### src/rtl/core/bcgb_pkg.sv
// Package for the buffer cache controller: widths, status codes, actions and flag bits.
// No dependencies.
`default_nettype none
package bcgb_pkg;
    localparam int NumBuffersDef = 16;
    localparam int BlockBitsDef  = 16;
    localparam int ActW    = 2;
    localparam int BlkInW  = 16;
    localparam int SelW    = 3;
    localparam int StatW   = 4;
    localparam int IdxOutW = 4;
    localparam int FlagW   = 5;

    localparam logic [ActW-1:0] ACT_GET = 2'd0;
    localparam logic [ActW-1:0] ACT_REL = 2'd1;
    localparam logic [ActW-1:0] ACT_SET = 2'd2;
    localparam logic [ActW-1:0] ACT_CLR = 2'd3;

    localparam logic [StatW-1:0] ST_HIT       = 4'd0;
    localparam logic [StatW-1:0] ST_REPLACED  = 4'd1;
    localparam logic [StatW-1:0] ST_WRITEBACK = 4'd2;
    localparam logic [StatW-1:0] ST_EMPTY     = 4'd3;
    localparam logic [StatW-1:0] ST_LOCKWAIT  = 4'd4;
    localparam logic [StatW-1:0] ST_RELEASED  = 4'd5;
    localparam logic [StatW-1:0] ST_NOTCACHED = 4'd6;
    localparam logic [StatW-1:0] ST_NOTLOCKED = 4'd7;
    localparam logic [StatW-1:0] ST_INVALID   = 4'd8;
    localparam logic [StatW-1:0] ST_FLAGDONE  = 4'd9;
    localparam logic [StatW-1:0] ST_FLAGMISS  = 4'd10;

    localparam int F_LOCKED = 0;
    localparam int F_VALID  = 1;
    localparam int F_DWR    = 2;
    localparam int F_OLD    = 3;
    localparam int F_WAITED = 4;
    localparam logic [SelW-1:0] SEL_MAX = 3'd4;

    typedef struct packed {
        logic [StatW-1:0]   status;
        logic [IdxOutW-1:0] buffer_index;
        logic [BlkInW-1:0]  other_block;
        logic               other_block_present;
        logic               wake_any;
        logic               wake_block_waiters;
        logic               last;
    } t_result;

    typedef struct packed {
        logic [ActW-1:0]   action;
        logic [BlkInW-1:0] block_number;
        logic [SelW-1:0]   flag_select;
    } t_request;
endpackage
`default_nettype wire

### src/rtl/core/bcgb_if.sv
// Valid/ready channel interface carrying a request or result item.
// Depends on bcgb_pkg.
`default_nettype none
interface bcgb_req_if import bcgb_pkg::*; ();
    logic     valid;
    logic     ready;
    t_request payload;
    modport source (output valid, output payload, input ready);
    modport sink (input valid, input payload, output ready);
endinterface

interface bcgb_res_if import bcgb_pkg::*; ();
    logic    valid;
    logic    ready;
    t_result payload;
    modport source (output valid, output payload, input ready);
    modport sink (input valid, input payload, output ready);
endinterface
`default_nettype wire

### src/rtl/core/bcgb_lookup.sv
// Parallel tag match over hashed buffers, lowest index wins, registered result.
// Depends on bcgb_pkg.
`default_nettype none
module bcgb_lookup import bcgb_pkg::*; #(
    parameter int NUM_BUFFERS = NumBuffersDef,
    parameter int BLOCK_BITS  = BlockBitsDef,
    localparam int IW = $clog2(NUM_BUFFERS)
) (
    input  wire logic                   i_clk,
    input  wire logic [NUM_BUFFERS-1:0][BLOCK_BITS-1:0] i_tags,
    input  wire logic [NUM_BUFFERS-1:0] i_hashed,
    input  wire logic [BLOCK_BITS-1:0]  i_blk,
    output logic                        o_hit,
    output logic [IW-1:0]               o_idx
);
    logic          n_hit;
    logic [IW-1:0] n_idx;
    logic          r_hit;
    logic [IW-1:0] r_idx;

    always_comb begin
        n_hit = 1'b0;
        n_idx = '0;
        for (int i = NUM_BUFFERS - 1; i >= 0; i--) begin
            if (i_hashed[i] && i_tags[i] == i_blk) begin
                n_hit = 1'b1;
                n_idx = IW'(i);
            end
        end
    end

    always_ff @(posedge i_clk) begin
        r_hit <= n_hit;
        r_idx <= n_idx;
    end

    assign o_hit = r_hit;
    assign o_idx = r_idx;
endmodule
`default_nettype wire

### src/rtl/core/buffer_cache_getblk_brelse.sv
// Buffer cache controller top level: sequencer, buffer state and free list.
// A request passes through the lookup, work and output states; a get that walks dirty
// buffers gives one writeback item per dirty buffer, each costing a work and an output state.
// One request at a time: a new request is taken only when idle, after the final result.
// Reset: synchronous active low; all buffers free in index order, untagged.
// Depends on bcgb_pkg, bcgb_if and bcgb_lookup.
`default_nettype none
module buffer_cache_getblk_brelse import bcgb_pkg::*; #(
    parameter int NUM_BUFFERS = NumBuffersDef,
    parameter int BLOCK_BITS  = BlockBitsDef
) (
    input  wire logic i_clk,
    input  wire logic i_rst_n,
    bcgb_req_if.sink   req,
    bcgb_res_if.source res
);
    localparam int IW = $clog2(NUM_BUFFERS);
    localparam int CW = $clog2(NUM_BUFFERS + 1);
    localparam logic [CW-1:0] CNT_FULL = CW'(NUM_BUFFERS);

    localparam logic [1:0] S_IDLE = 2'd0;
    localparam logic [1:0] S_LOOK = 2'd1;
    localparam logic [1:0] S_WORK = 2'd2;
    localparam logic [1:0] S_OUT  = 2'd3;

    logic [1:0] r_state, n_state;
    logic [NUM_BUFFERS-1:0][BLOCK_BITS-1:0] r_tag;
    logic [NUM_BUFFERS-1:0] r_hash;
    logic [NUM_BUFFERS-1:0][FlagW-1:0] r_flags;
    logic [NUM_BUFFERS-1:0] r_onfl;
    logic [NUM_BUFFERS-1:0][IW-1:0] r_next, r_prev;
    logic [IW-1:0] r_head, r_tail;
    logic [CW-1:0] r_cnt;
    t_request r_req;
    t_result  r_res;
    logic     r_done;

    logic [BLOCK_BITS-1:0] w_blk;
    logic          w_hit;
    logic [IW-1:0] w_hidx;

    assign w_blk = r_req.block_number[BLOCK_BITS-1:0];

    bcgb_lookup #(.NUM_BUFFERS(NUM_BUFFERS), .BLOCK_BITS(BLOCK_BITS)) u_lookup (
        .i_clk(i_clk), .i_tags(r_tag), .i_hashed(r_hash), .i_blk(w_blk),
        .o_hit(w_hit), .o_idx(w_hidx)
    );

    assign req.ready   = (r_state == S_IDLE);
    assign res.valid   = (r_state == S_OUT);
    assign res.payload = r_res;

    function automatic logic [BlkInW-1:0] ext_blk(input logic [BLOCK_BITS-1:0] b);
        logic [BlkInW+BLOCK_BITS-1:0] t;
        t = {{BlkInW{1'b0}}, b};
        return t[BlkInW-1:0];
    endfunction

    function automatic logic [IdxOutW-1:0] ext_idx(input logic [IW-1:0] b);
        logic [IdxOutW+IW-1:0] t;
        t = {{IdxOutW{1'b0}}, b};
        return t[IdxOutW-1:0];
    endfunction

    always_ff @(posedge i_clk) begin
        logic [IW-1:0] h, p, nx, b;
        logic [FlagW-1:0] f;
        logic [CW-1:0] cnt;
        logic [IW-1:0] hd, tl;
        t_result rs;
        if (!i_rst_n) begin
            r_state <= S_IDLE;
            r_hash  <= '0;
            r_flags <= '0;
            r_onfl  <= '1;
            r_head  <= '0;
            r_tail  <= IW'(NUM_BUFFERS - 1);
            r_cnt   <= CNT_FULL;
            r_done  <= 1'b0;
            for (int i = 0; i < NUM_BUFFERS; i++) begin
                r_tag[i]  <= '0;
                r_next[i] <= IW'((i + 1) % NUM_BUFFERS);
                r_prev[i] <= IW'((i + NUM_BUFFERS - 1) % NUM_BUFFERS);
            end
        end else begin
            r_state <= n_state;
            case (r_state)
                S_IDLE: begin
                    if (req.valid) r_req <= req.payload;
                end
                S_LOOK: ;
                S_WORK: begin
                    rs = '0;
                    rs.last = 1'b1;
                    h = w_hidx;
                    f = r_flags[h];
                    cnt = r_cnt; hd = r_head; tl = r_tail;
                    if (r_req.action == ACT_GET && !w_hit) begin
                        b = r_head;
                        if (r_cnt == '0) begin
                            rs.status = ST_EMPTY;
                        end else begin
                            p = r_prev[b]; nx = r_next[b];
                            if (r_head == b) r_head <= nx; else r_next[p] <= nx;
                            if (r_tail == b) r_tail <= p; else r_prev[nx] <= p;
                            r_onfl[b] <= 1'b0;
                            r_cnt <= r_cnt - 1'b1;
                            rs.buffer_index = ext_idx(b);
                            rs.other_block = r_hash[b] ? ext_blk(r_tag[b]) : '0;
                            rs.other_block_present = r_hash[b];
                            if (r_flags[b][F_DWR]) begin
                                r_flags[b][F_LOCKED] <= 1'b1;
                                rs.status = ST_WRITEBACK;
                                rs.last = 1'b0;
                            end else begin
                                r_flags[b][F_LOCKED] <= 1'b1;
                                r_flags[b][F_VALID]  <= 1'b0;
                                r_tag[b]  <= w_blk;
                                r_hash[b] <= 1'b1;
                                rs.status = ST_REPLACED;
                            end
                        end
                    end else if (r_req.action == ACT_GET) begin
                        rs.buffer_index = ext_idx(h);
                        if (f[F_LOCKED]) begin
                            r_flags[h][F_WAITED] <= 1'b1;
                            rs.status = ST_LOCKWAIT;
                        end else begin
                            r_flags[h][F_LOCKED] <= 1'b1;
                            rs.status = ST_HIT;
                            if (r_onfl[h]) begin
                                p = r_prev[h]; nx = r_next[h];
                                if (r_head == h) r_head <= nx; else r_next[p] <= nx;
                                if (r_tail == h) r_tail <= p; else r_prev[nx] <= p;
                                r_onfl[h] <= 1'b0;
                                r_cnt <= r_cnt - 1'b1;
                            end
                        end
                    end else if (r_req.action == ACT_REL) begin
                        if (!w_hit) begin
                            rs.status = ST_NOTCACHED;
                        end else if (!f[F_LOCKED]) begin
                            rs.status = ST_NOTLOCKED;
                            rs.buffer_index = ext_idx(h);
                        end else begin
                            rs.buffer_index = ext_idx(h);
                            rs.wake_any = (r_cnt == '0);
                            rs.wake_block_waiters = f[F_WAITED];
                            if (!f[F_VALID]) begin
                                rs.status = ST_INVALID;
                            end else begin
                                rs.status = ST_RELEASED;
                                // Unlink then relink; head, tail and count are tracked on local copies.
                                if (r_onfl[h]) begin
                                    p = r_prev[h]; nx = r_next[h];
                                    if (hd == h) hd = nx; else r_next[p] <= nx;
                                    if (tl == h) tl = p; else r_prev[nx] <= p;
                                    cnt = cnt - 1'b1;
                                end
                                if (f[F_OLD]) begin
                                    if (cnt == '0) tl = h;
                                    else begin
                                        r_prev[hd] <= h;
                                        r_next[h] <= hd;
                                    end
                                    hd = h;
                                    r_flags[h][F_OLD] <= 1'b0;
                                end else begin
                                    if (cnt == '0) hd = h;
                                    else begin
                                        r_next[tl] <= h;
                                        r_prev[h] <= tl;
                                    end
                                    tl = h;
                                end
                                r_flags[h][F_LOCKED] <= 1'b0;
                                r_onfl[h] <= 1'b1;
                                r_head <= hd; r_tail <= tl;
                                r_cnt <= cnt + 1'b1;
                            end
                        end
                    end else begin
                        if (w_hit) rs.buffer_index = ext_idx(h);
                        if (!w_hit || r_req.flag_select > SEL_MAX) begin
                            rs.status = ST_FLAGMISS;
                        end else begin
                            rs.status = ST_FLAGDONE;
                            r_flags[h][r_req.flag_select] <=
                                (r_req.action == ACT_SET);
                        end
                    end
                    r_res <= rs;
                    r_done <= rs.last;
                end
                S_OUT: ;
                default: ;
            endcase
        end
    end

    always_comb begin
        n_state = r_state;
        case (r_state)
            S_IDLE: if (req.valid) n_state = S_LOOK;
            S_LOOK: n_state = S_WORK;
            S_WORK: n_state = S_OUT;
            S_OUT: begin
                if (res.ready) n_state = r_done ? S_IDLE : S_WORK;
            end
            default: n_state = S_IDLE;
        endcase
    end
endmodule
`default_nettype wire

### src/flat_wrapper.sv
// flat-port wrapper written by rule: the top's interface ports become plain ports
module buffer_cache_getblk_brelse_flat import bcgb_pkg::*;
#(
    parameter int NUM_BUFFERS = NumBuffersDef,
    parameter int BLOCK_BITS  = BlockBitsDef
)
  (i_clk, i_rst_n, req_valid, req_payload, req_ready, res_valid, res_payload, res_ready);
  bcgb_req_if req_i ();
  bcgb_res_if res_i ();
  input  wire logic i_clk;
  input  wire logic i_rst_n;
  input wire logic [$bits(req_i.valid)-1:0] req_valid;
  input wire logic [$bits(req_i.payload)-1:0] req_payload;
  output wire logic [$bits(req_i.ready)-1:0] req_ready;
  output wire logic [$bits(res_i.valid)-1:0] res_valid;
  output wire logic [$bits(res_i.payload)-1:0] res_payload;
  input wire logic [$bits(res_i.ready)-1:0] res_ready;
  assign req_i.valid = req_valid;
  assign req_i.payload = req_payload;
  assign req_ready = req_i.ready;
  assign res_valid = res_i.valid;
  assign res_payload = res_i.payload;
  assign res_i.ready = res_ready;
  buffer_cache_getblk_brelse #(.NUM_BUFFERS(NUM_BUFFERS), .BLOCK_BITS(BLOCK_BITS)) u_core (.i_clk(i_clk), .i_rst_n(i_rst_n), .req(req_i), .res(res_i));
endmodule
### config.mk
export PLATFORM = sky130hd
export DESIGN_NAME = buffer_cache_getblk_brelse_flat
export DESIGN_NICKNAME = d
export VERILOG_FILES = /design/src/rtl/core/bcgb_pkg.sv /design/src/rtl/core/bcgb_if.sv /design/src/rtl/core/bcgb_lookup.sv /design/src/rtl/core/buffer_cache_getblk_brelse.sv /design/src/flat_wrapper.sv
export SDC_FILE = /design/constraint.sdc
export NUM_CORES = 2
export LEC_CHECK = 0
export BUFFER_PORTS_ARGS = -buffer_cell sky130_fd_sc_hd__clkbuf_2
export CORE_AREA = 5 5 294 354
export CTS_BUF_LIST = sky130_fd_sc_hd__clkbuf_16
export CTS_CLUSTER_DIAMETER = 50
export DETAILED_ROUTE_END_ITERATION = 8
export DIE_AREA = 0 0 299 359
export REMOVE_ABC_BUFFERS = 1
export SLEW_MARGIN = 20
export SYNTH_ARGS = -nofsm -noshare
export SYNTH_HDL_FRONTEND = slang
export SYNTH_SLANG_ARGS = --single-unit
### constraint.sdc
create_clock -name i_clk -period 5 [get_ports i_clk]
set_input_delay 0.5 -clock i_clk [delete_from_list [all_inputs] [get_ports i_clk]]
set_output_delay 0.5 -clock i_clk [all_outputs]
set_load 0.01 [all_outputs]
== After elaboration in Yosys (flattened, before gate mapping) ==
Index checks and enable logic that the tools add are counted.
Cells by class
  add/sub/neg operators: 2
  reduce and logical (&&, ||, !) cells: 56
  bitwise operators: 22
  magnitude comparators: 17
  muxes and demuxes: 223
  equal/unequal tests: 36
Operators by type and width (number)
  $mux W64: 41
  $mux W80: 19
  $bwmux W64: 7
  $bwmux W256: 1
  $eq A16 B16 Y1: 16
  $mux W4: 64
  $and A80 B80 Y80: 3
  $not A80 Y80: 3
  $or A80 B80 Y80: 3
  $mux W16: 12
  $demux W5 S4: 6
  $mux W5: 20
  $demux W4 S4: 6
  $bwmux W80: 1
  $bmux W16 S4: 1
  $bmux W4 S4: 4
  $demux W16 S4: 1
  $bmux W5 S4: 2
  $lt A4 B5 Y1 const B: 7
  $and A16 B16 Y16: 2
  $mux W8: 4
  $not A16 Y16: 2
  $or A16 B16 Y16: 2
  $ge A4 B1 Y1 const B: 7
  42 further kinds: 122
Storage, ports and cells
  output and inout bits: 30
  bits in registers: 566
  bits of input ports: 25

== Logic depth before layout (Yosys ltp) ==
  word-level depth: 26
  depth in mapped cells: 18

== By module ==
Synthesis repeated with hierarchy kept, for this count alone.
Second synthesis, totals
  cells, all modules: 4407
  area, all modules: 36975.5 um2
Modules (own cells, without submodules)
  buffer_cache_getblk_brelse: instances 1, cells an instance 3986, area an instance 33594.7 um2
  bcgb_lookup: instances 1, cells an instance 421, area an instance 3380.7 um2

== Least setup slack after synthesis ==
OpenSTA, ideal clock, no wires.
  kind: flip-flop to flip-flop
  start: register u_core.u_lookup.r_idx[1], in the netlist u_core.u_lookup.o_idx[1]
  end: register u_core.r_prev[47] (netlist bit)
  setup slack: 0.789 ns
  arrival: 4.068 ns
  cell stages (with the launch flop): 18
  library setup time: 0.143 ns
  required time: 4.857 ns
  buffers on the path: 4
  cell sequence: dfxtp_1 > buf_4 > mux4_2 > mux2i_1 > mux2i_4 > clkbuf_1 > xnor2_1 > inv_1 > ha_1 > or4b_2 > mux2i_2 > buf_2 > buf_2 > nor2_1 > nor3_1 > a21oi_1 > o211ai_1 > o2111ai_1
Between the ends
  cells in the longest elaborated chain, start to end: 26
Ends and longest elaborated chain
  from (decl): line bcgb_lookup.sv:19  | logic [IW-1:0] r_idx;
  from (signal assigned): line bcgb_lookup.sv:34  | r_idx <= n_idx;
  $bmux W4 S4: line buffer_cache_getblk_brelse.sv:132, buffer_cache_getblk_brelse.sv:155
  $mux W4 (not written as such): line buffer_cache_getblk_brelse.sv:132, buffer_cache_getblk_brelse.sv:155
  $lt A4 B5 Y1 (not written as such) or $ge A4 B1 Y1 (tied branches): line buffer_cache_getblk_brelse.sv:134, buffer_cache_getblk_brelse.sv:157
  $logic_and A1 B1 Y1 (not written as such): line buffer_cache_getblk_brelse.sv:134, buffer_cache_getblk_brelse.sv:157
  $mux W4 (not written as such): line buffer_cache_getblk_brelse.sv:134, buffer_cache_getblk_brelse.sv:157
  $demux W4 S4
  $bwmux W64: line buffer_cache_getblk_brelse.sv:134, buffer_cache_getblk_brelse.sv:157
  $mux W64: line buffer_cache_getblk_brelse.sv:134  | if (r_tail == h) r_tail <= p; else r_prev[nx] <= p;
  (+10 left out)
  $mux W64, on equally long branches: line buffer_cache_getblk_brelse.sv:169, buffer_cache_getblk_brelse.sv:161
  $mux W64: line buffer_cache_getblk_brelse.sv:160  | if (f[F_OLD]) begin
  $mux W64: line buffer_cache_getblk_brelse.sv:149  | if (!f[F_VALID]) begin
  $mux W64: line buffer_cache_getblk_brelse.sv:142  | end else if (!f[F_LOCKED]) begin
  $mux W64: line buffer_cache_getblk_brelse.sv:140  | if (!w_hit) begin
  $mux W64: line buffer_cache_getblk_brelse.sv:139  | end else if (r_req.action == ACT_REL) begin
  $mux W64: line buffer_cache_getblk_brelse.sv:123  | end else if (r_req.action == ACT_GET) begin
  $mux W64: line buffer_cache_getblk_brelse.sv:98  | if (r_req.action == ACT_GET && !w_hit) begin
  to (signal, indexed assignment): line buffer_cache_getblk_brelse.sv:105  | if (r_tail == b) r_tail <= p; else r_prev[nx] <= p;
  to (signal, indexed assignment): line buffer_cache_getblk_brelse.sv:134
  to (signal, indexed assignment): line buffer_cache_getblk_brelse.sv:157  | if (tl == h) tl = p; else r_prev[nx] <= p;
  to (decl): line buffer_cache_getblk_brelse.sv:31  | logic [NUM_BUFFERS-1:0][IW-1:0] r_next, r_prev;
Parallel ways exist; a longest one is shown, timed or not. The select of a mux whose other input is x is not followed.
A chain may end at the register's enable or synchronous reset.

== Worst setup path after layout ==
  start: register u_core.u_lookup.r_idx[1], in the netlist u_core.u_lookup.o_idx[1]
  end: register u_core.r_next[42] (netlist bit)
Between the ends
  cells in the longest elaborated chain, start to end: 25
Ends and longest elaborated chain
  $bmux W4 S4: line buffer_cache_getblk_brelse.sv:132, buffer_cache_getblk_brelse.sv:155
  $mux W4 (not written as such): line buffer_cache_getblk_brelse.sv:132, buffer_cache_getblk_brelse.sv:155
  $lt A4 B5 Y1 (not written as such) or $ge A4 B1 Y1 (tied branches): line buffer_cache_getblk_brelse.sv:133, buffer_cache_getblk_brelse.sv:156
  $logic_and A1 B1 Y1 (not written as such): line buffer_cache_getblk_brelse.sv:133, buffer_cache_getblk_brelse.sv:156
  $mux W4 (not written as such): line buffer_cache_getblk_brelse.sv:133, buffer_cache_getblk_brelse.sv:156
  $demux W4 S4
  $bwmux W64: line buffer_cache_getblk_brelse.sv:133, buffer_cache_getblk_brelse.sv:156
  $mux W64: line buffer_cache_getblk_brelse.sv:133  | if (r_head == h) r_head <= nx; else r_next[p] <= nx;
  (+9 left out)
  $bwmux W64, on equally long branches: line buffer_cache_getblk_brelse.sv:171, buffer_cache_getblk_brelse.sv:164
  $mux W64, on equally long branches: line buffer_cache_getblk_brelse.sv:169, buffer_cache_getblk_brelse.sv:161
  $mux W64: line buffer_cache_getblk_brelse.sv:160
  $mux W64: line buffer_cache_getblk_brelse.sv:149
  $mux W64: line buffer_cache_getblk_brelse.sv:142
  $mux W64: line buffer_cache_getblk_brelse.sv:140
  $mux W64: line buffer_cache_getblk_brelse.sv:139
  $mux W64: line buffer_cache_getblk_brelse.sv:123
  to (signal, indexed assignment): line buffer_cache_getblk_brelse.sv:133
  to (signal, indexed assignment): line buffer_cache_getblk_brelse.sv:156  | if (hd == h) hd = nx; else r_next[p] <= nx;
  to (signal, indexed assignment): line buffer_cache_getblk_brelse.sv:171  | r_next[tl] <= h;
  to (decl): line buffer_cache_getblk_brelse.sv:31
Parallel ways exist; a longest one is shown, timed or not. The select of a mux whose other input is x is not followed.

==> qor.txt <==
CTS tree -> built
flop2flop setup slack -> 0.33 ns
Routed wire per std cell -> 26.9 um
number of setup buffers added after CTS -> 0
number of setup violations in the final report -> 0
startpoint of the worst register-to-register path -> u_core.u_lookup.o_idx[1]
share of post-route cells with drive strength above 1 -> 15.8%
first drt pass iteration count -> 9
worst reg2reg path depth -> 13
required time at the endpoint of the critical path -> 5.49 ns
clock-pin slew reported for the worst setup and hold paths after clock tree synthesis -> 0.06 ns
Post-DP HPWL -> 105000 um
warnings from Yosys -> 0
capture point of the worst reg-to-reg path -> u_core.r_next[42]
Leak Pwr -> 13.5 nW
synthesis-stage register bit count -> 566
number of max-cap violations -> 0
worst clock skew -> 0.0737 ns
post-detailed-routing wire length -> 155000 um
overall via count from detail_route -> 36200
Pins Over Slew Limit -> 0
count of mapped cells out of synthesis -> 4414
die area -> 107000 um^2
initial antenna violation count -> 8
Async SR Flop Fraction -> 0%
core area -> 101000 um^2
f_max -> 214 MHz
Max IR drop VDD -> 0.000264 V
commonest cells after routing, fill and taps aside -> sky130_fd_sc_hd__nand2_1 (898), sky130_fd_sc_hd__dfxtp_1 (509), sky130_fd_sc_hd__a21oi_1 (494)
depth of the worst hold-timing path -> 1
Post-layout nets -> 4402
die height -> 359 um
chip width -> 299 um
insertion delay to the later sink of the worst-skew pair -> 0.68 ns
worst slew pin tran -> 1.22 ns
capture point of the worst path -> u_core.r_next[42]
Row Count -> 128
launch point of the worst path -> u_core.u_lookup.o_idx[1]
iteration-0 DRC count of the detailed router -> 4711
most common library cell in the layout ignoring fill and taps -> sky130_fd_sc_hd__nand2_1
number of routed nets with antenna violations -> 0
final clock period utilization by the worst path -> 93.4%
I/O Pins -> 55
max_slew headroom -> 18.6%
area of the mapped netlist -> 35800 um^2
Worst Setup Start Kind -> register
outcome -> finished clean
post-route cell area -> 41000 um^2
instance area at placement -> 37800 um^2
clk sink count -> 566
Final WS setup -> 0.331 ns
clock buffer count from CTS -> 86
CP Capture Type -> register
P&R area growth vs syn -> 14.4%
remaining global-route overflow -> 0
wire length of the first global-routing pass -> 227000 um
minimum clock period after layout -> 4.67 ns
buffer type at the clock tree root -> sky130_fd_sc_hd__clkbuf_16
unrepaired setup endpoints after global routing -> no
largest fanout of any net on the critical path -> 14
most used flip-flop cell after synthesis -> sky130_fd_sc_hd__dfxtp_1
final-report hold violation count -> 0
worst slack at placement -> 0.507 ns
total track usage -> 27.4%
Finished Layout Cells -> 5755
starting density of the core -> 35.6%
maximum clock insertion buffer count -> 3
Tightest Hold Check Type -> in2reg
depth of the CTS H-tree -> 3
average cell area after synthesis -> 8.12 um^2
number of distinct library cell variants in the gate-level netlist after synthesis -> 88
number of global-route vias before repair -> 33900
Gates resized, CTS repair -> 0
count of input and output buffers -> 54
arrival time of data at the critical path endpoint -> 5.15 ns
number of synthesized flops with an enable pin -> 49
Final Total Pwr -> 11.5 mW
routability cong. -> 1.04
routed via count divided by cell count -> 6.29
Cell Count Post-Placement -> 5569
post-route DRC violation count -> 0
start-to-end type of the worst setup path -> reg2reg
maximum number of pins on one net before global-route repair -> 166
post-synthesis sequential area ratio -> 33.0%
power density over the cells -> 282 nW/um^2
==> worst min path at each step <==
stage,startpoint,end,slack (ns)
finish,req_payload[2],u_core.r_req[2],0.04
global route,req_payload[1],u_core.r_req[1],0.04
CTS,req_payload[1],u_core.r_req[1],0.04
detailed placement,u_core.r_flags[7],u_core.r_flags[7],0.45
global placement,u_core.r_flags[77],u_core.r_flags[77],0.44
floorplan,u_core.r_flags[32],u_core.r_flags[32],0.43
==> routing by layer <==
| layer | part of all wire, % | wire, um | global-route usage, % |
|---|---|---|---|
| met3 | 10 | 15400 | 6.20 |
| met1 | 38 | 58300 | 33.9 |
| met2 | 44 | 68300 | 42.7 |
| met4 | 8.3 | 12900 | 18.4 |
| met5 | 0.014 | 22 | 0 |
==> through the flow <==
step | hold WS [ns] | util (%) | TNS [ns]
floorplan | 0.433 | - | -1036.17
global placement | 0.440 | 37.6 | 0
detailed placement | 0.446 | 37.6 | 0
CTS | 0.0392 | 40.7 | 0
global route | 0.0421 | 40.7 | 0
finish | 0.0416 | 40.7 | 0
==> final cells by class <==
class | count | area [um^2]
multi-input cells | 3404 | 22300
repair buffers | 270 | 2020
flip-flops and latches | 566 | 11800
inverters | 46 | 180
diodes | 7 | 17.5
clock inverters | 76 | 828
fillers | 10100 | 59600
clock buffers | 86 | 2150
well taps | 1300 | 1630
==> synthesized netlist by cell type, types with 6 or more instances <==
library cell                  n  area, um^2
sky130_fd_sc_hd__o31ai_1     10        75.1
sky130_fd_sc_hd__o22a_1      17         149
sky130_fd_sc_hd__buf_1       22        82.6
sky130_fd_sc_hd__nor3_1      49         245
sky130_fd_sc_hd__mux2_2      32         360
sky130_fd_sc_hd__nor2b_1     13        81.3
sky130_fd_sc_hd__nor2_1     315        1180
sky130_fd_sc_hd__mux4_2     185        4170
sky130_fd_sc_hd__xnor2_1    214        1870
sky130_fd_sc_hd__or2_2       31         194
sky130_fd_sc_hd__a221oi_1    19         166
sky130_fd_sc_hd__a41oi_1     15         131
sky130_fd_sc_hd__clkbuf_1   329        1230
sky130_fd_sc_hd__o21ai_0    257        1290
sky130_fd_sc_hd__nand2b_1    21         131
sky130_fd_sc_hd__o32ai_1      7        61.3
sky130_fd_sc_hd__o21a_1      14         105
sky130_fd_sc_hd__a22oi_1     39         293
sky130_fd_sc_hd__buf_2       36         180
sky130_fd_sc_hd__o211ai_1    56         420
sky130_fd_sc_hd__o221ai_1    55         482
sky130_fd_sc_hd__a21oi_1    494        2470
sky130_fd_sc_hd__nand3_1     92         460
sky130_fd_sc_hd__nor4_1      35         219
sky130_fd_sc_hd__o2111ai_1   17         149
sky130_fd_sc_hd__buf_6        6        67.6
sky130_fd_sc_hd__mux2i_1     83         831
sky130_fd_sc_hd__xor2_1      60         526
sky130_fd_sc_hd__a211oi_1    44         330
sky130_fd_sc_hd__o22ai_1     55         344
sky130_fd_sc_hd__nand2_1    898        3370
sky130_fd_sc_hd__a31oi_1     46         288
sky130_fd_sc_hd__dfxtp_1    517       10300
sky130_fd_sc_hd__a221o_1     18         180
sky130_fd_sc_hd__o21ai_1     19        95.1
sky130_fd_sc_hd__and2_1      20         125
sky130_fd_sc_hd__inv_1       41         154
sky130_fd_sc_hd__or3_1       11        68.8
sky130_fd_sc_hd__nand4_1     53         332
sky130_fd_sc_hd__and3_1      20         125
sky130_fd_sc_hd__edfxtp_1    49        1470
==> timing repair <==
item | in CTS | in global routing
endpoints found under the hold margin | 17 | 0
hold buffers | 17 | 0
setup endpoints to repair | 0 | 0
==> kinds of logic after synthesis <==
| logic type | share of synthesized area (%) |
|---|---|
| compound gates | 20.9 |
| xor+xnor | 6.70 |
| fa+ha+maj | 0.105 |
| buf+inv | 4.96 |
| flops | 33.0 |
| mux | 15.4 |
| simple gates | 18.9 |
==> flip-flops by register name, indices dropped and copies added, names as in the netlist, named ones only <==
register	flops
u_core.r_tag	256
u_core.r_next	64
u_core.r_cnt	5
u_core.r_done	1
u_core.r_flags	80
u_core.w_blk	16
u_core.r_head	4
u_core.res.payload	28
u_core.u_lookup.o_idx	4
u_core.r_state	2
u_core.r_hash	16
u_core.r_req	5
u_core.r_tail	4
u_core.u_lookup.o_hit	1
u_core.r_prev	64
==> report_power, final <==
group | internal, mW | switching (mW)
clock | 3.77 | 2.54
sequential | 4.60 | 0.0615
combinational | 0.181 | 0.393
total | 8.55 | 3.00
==> worst max-delay path: stages, from the launching register on <==
cell	delay [ns]
sky130_fd_sc_hd__dfxtp_4	0.47
sky130_fd_sc_hd__mux4_2	0.52
sky130_fd_sc_hd__mux2i_1	0.28
sky130_fd_sc_hd__mux2i_4	0.14
sky130_fd_sc_hd__o21ai_0	0.36
sky130_fd_sc_hd__ha_1	0.23
sky130_fd_sc_hd__or4b_2	0.64
sky130_fd_sc_hd__mux2i_4	0.55
sky130_fd_sc_hd__buf_12	0.23
sky130_fd_sc_hd__nor2_1	0.13
sky130_fd_sc_hd__nand2_1	0.13
sky130_fd_sc_hd__o221ai_2	0.12
sky130_fd_sc_hd__nor3_1	0.46
sky130_fd_sc_hd__a221oi_1	0.19
Power figures use the tool's default switching activity.
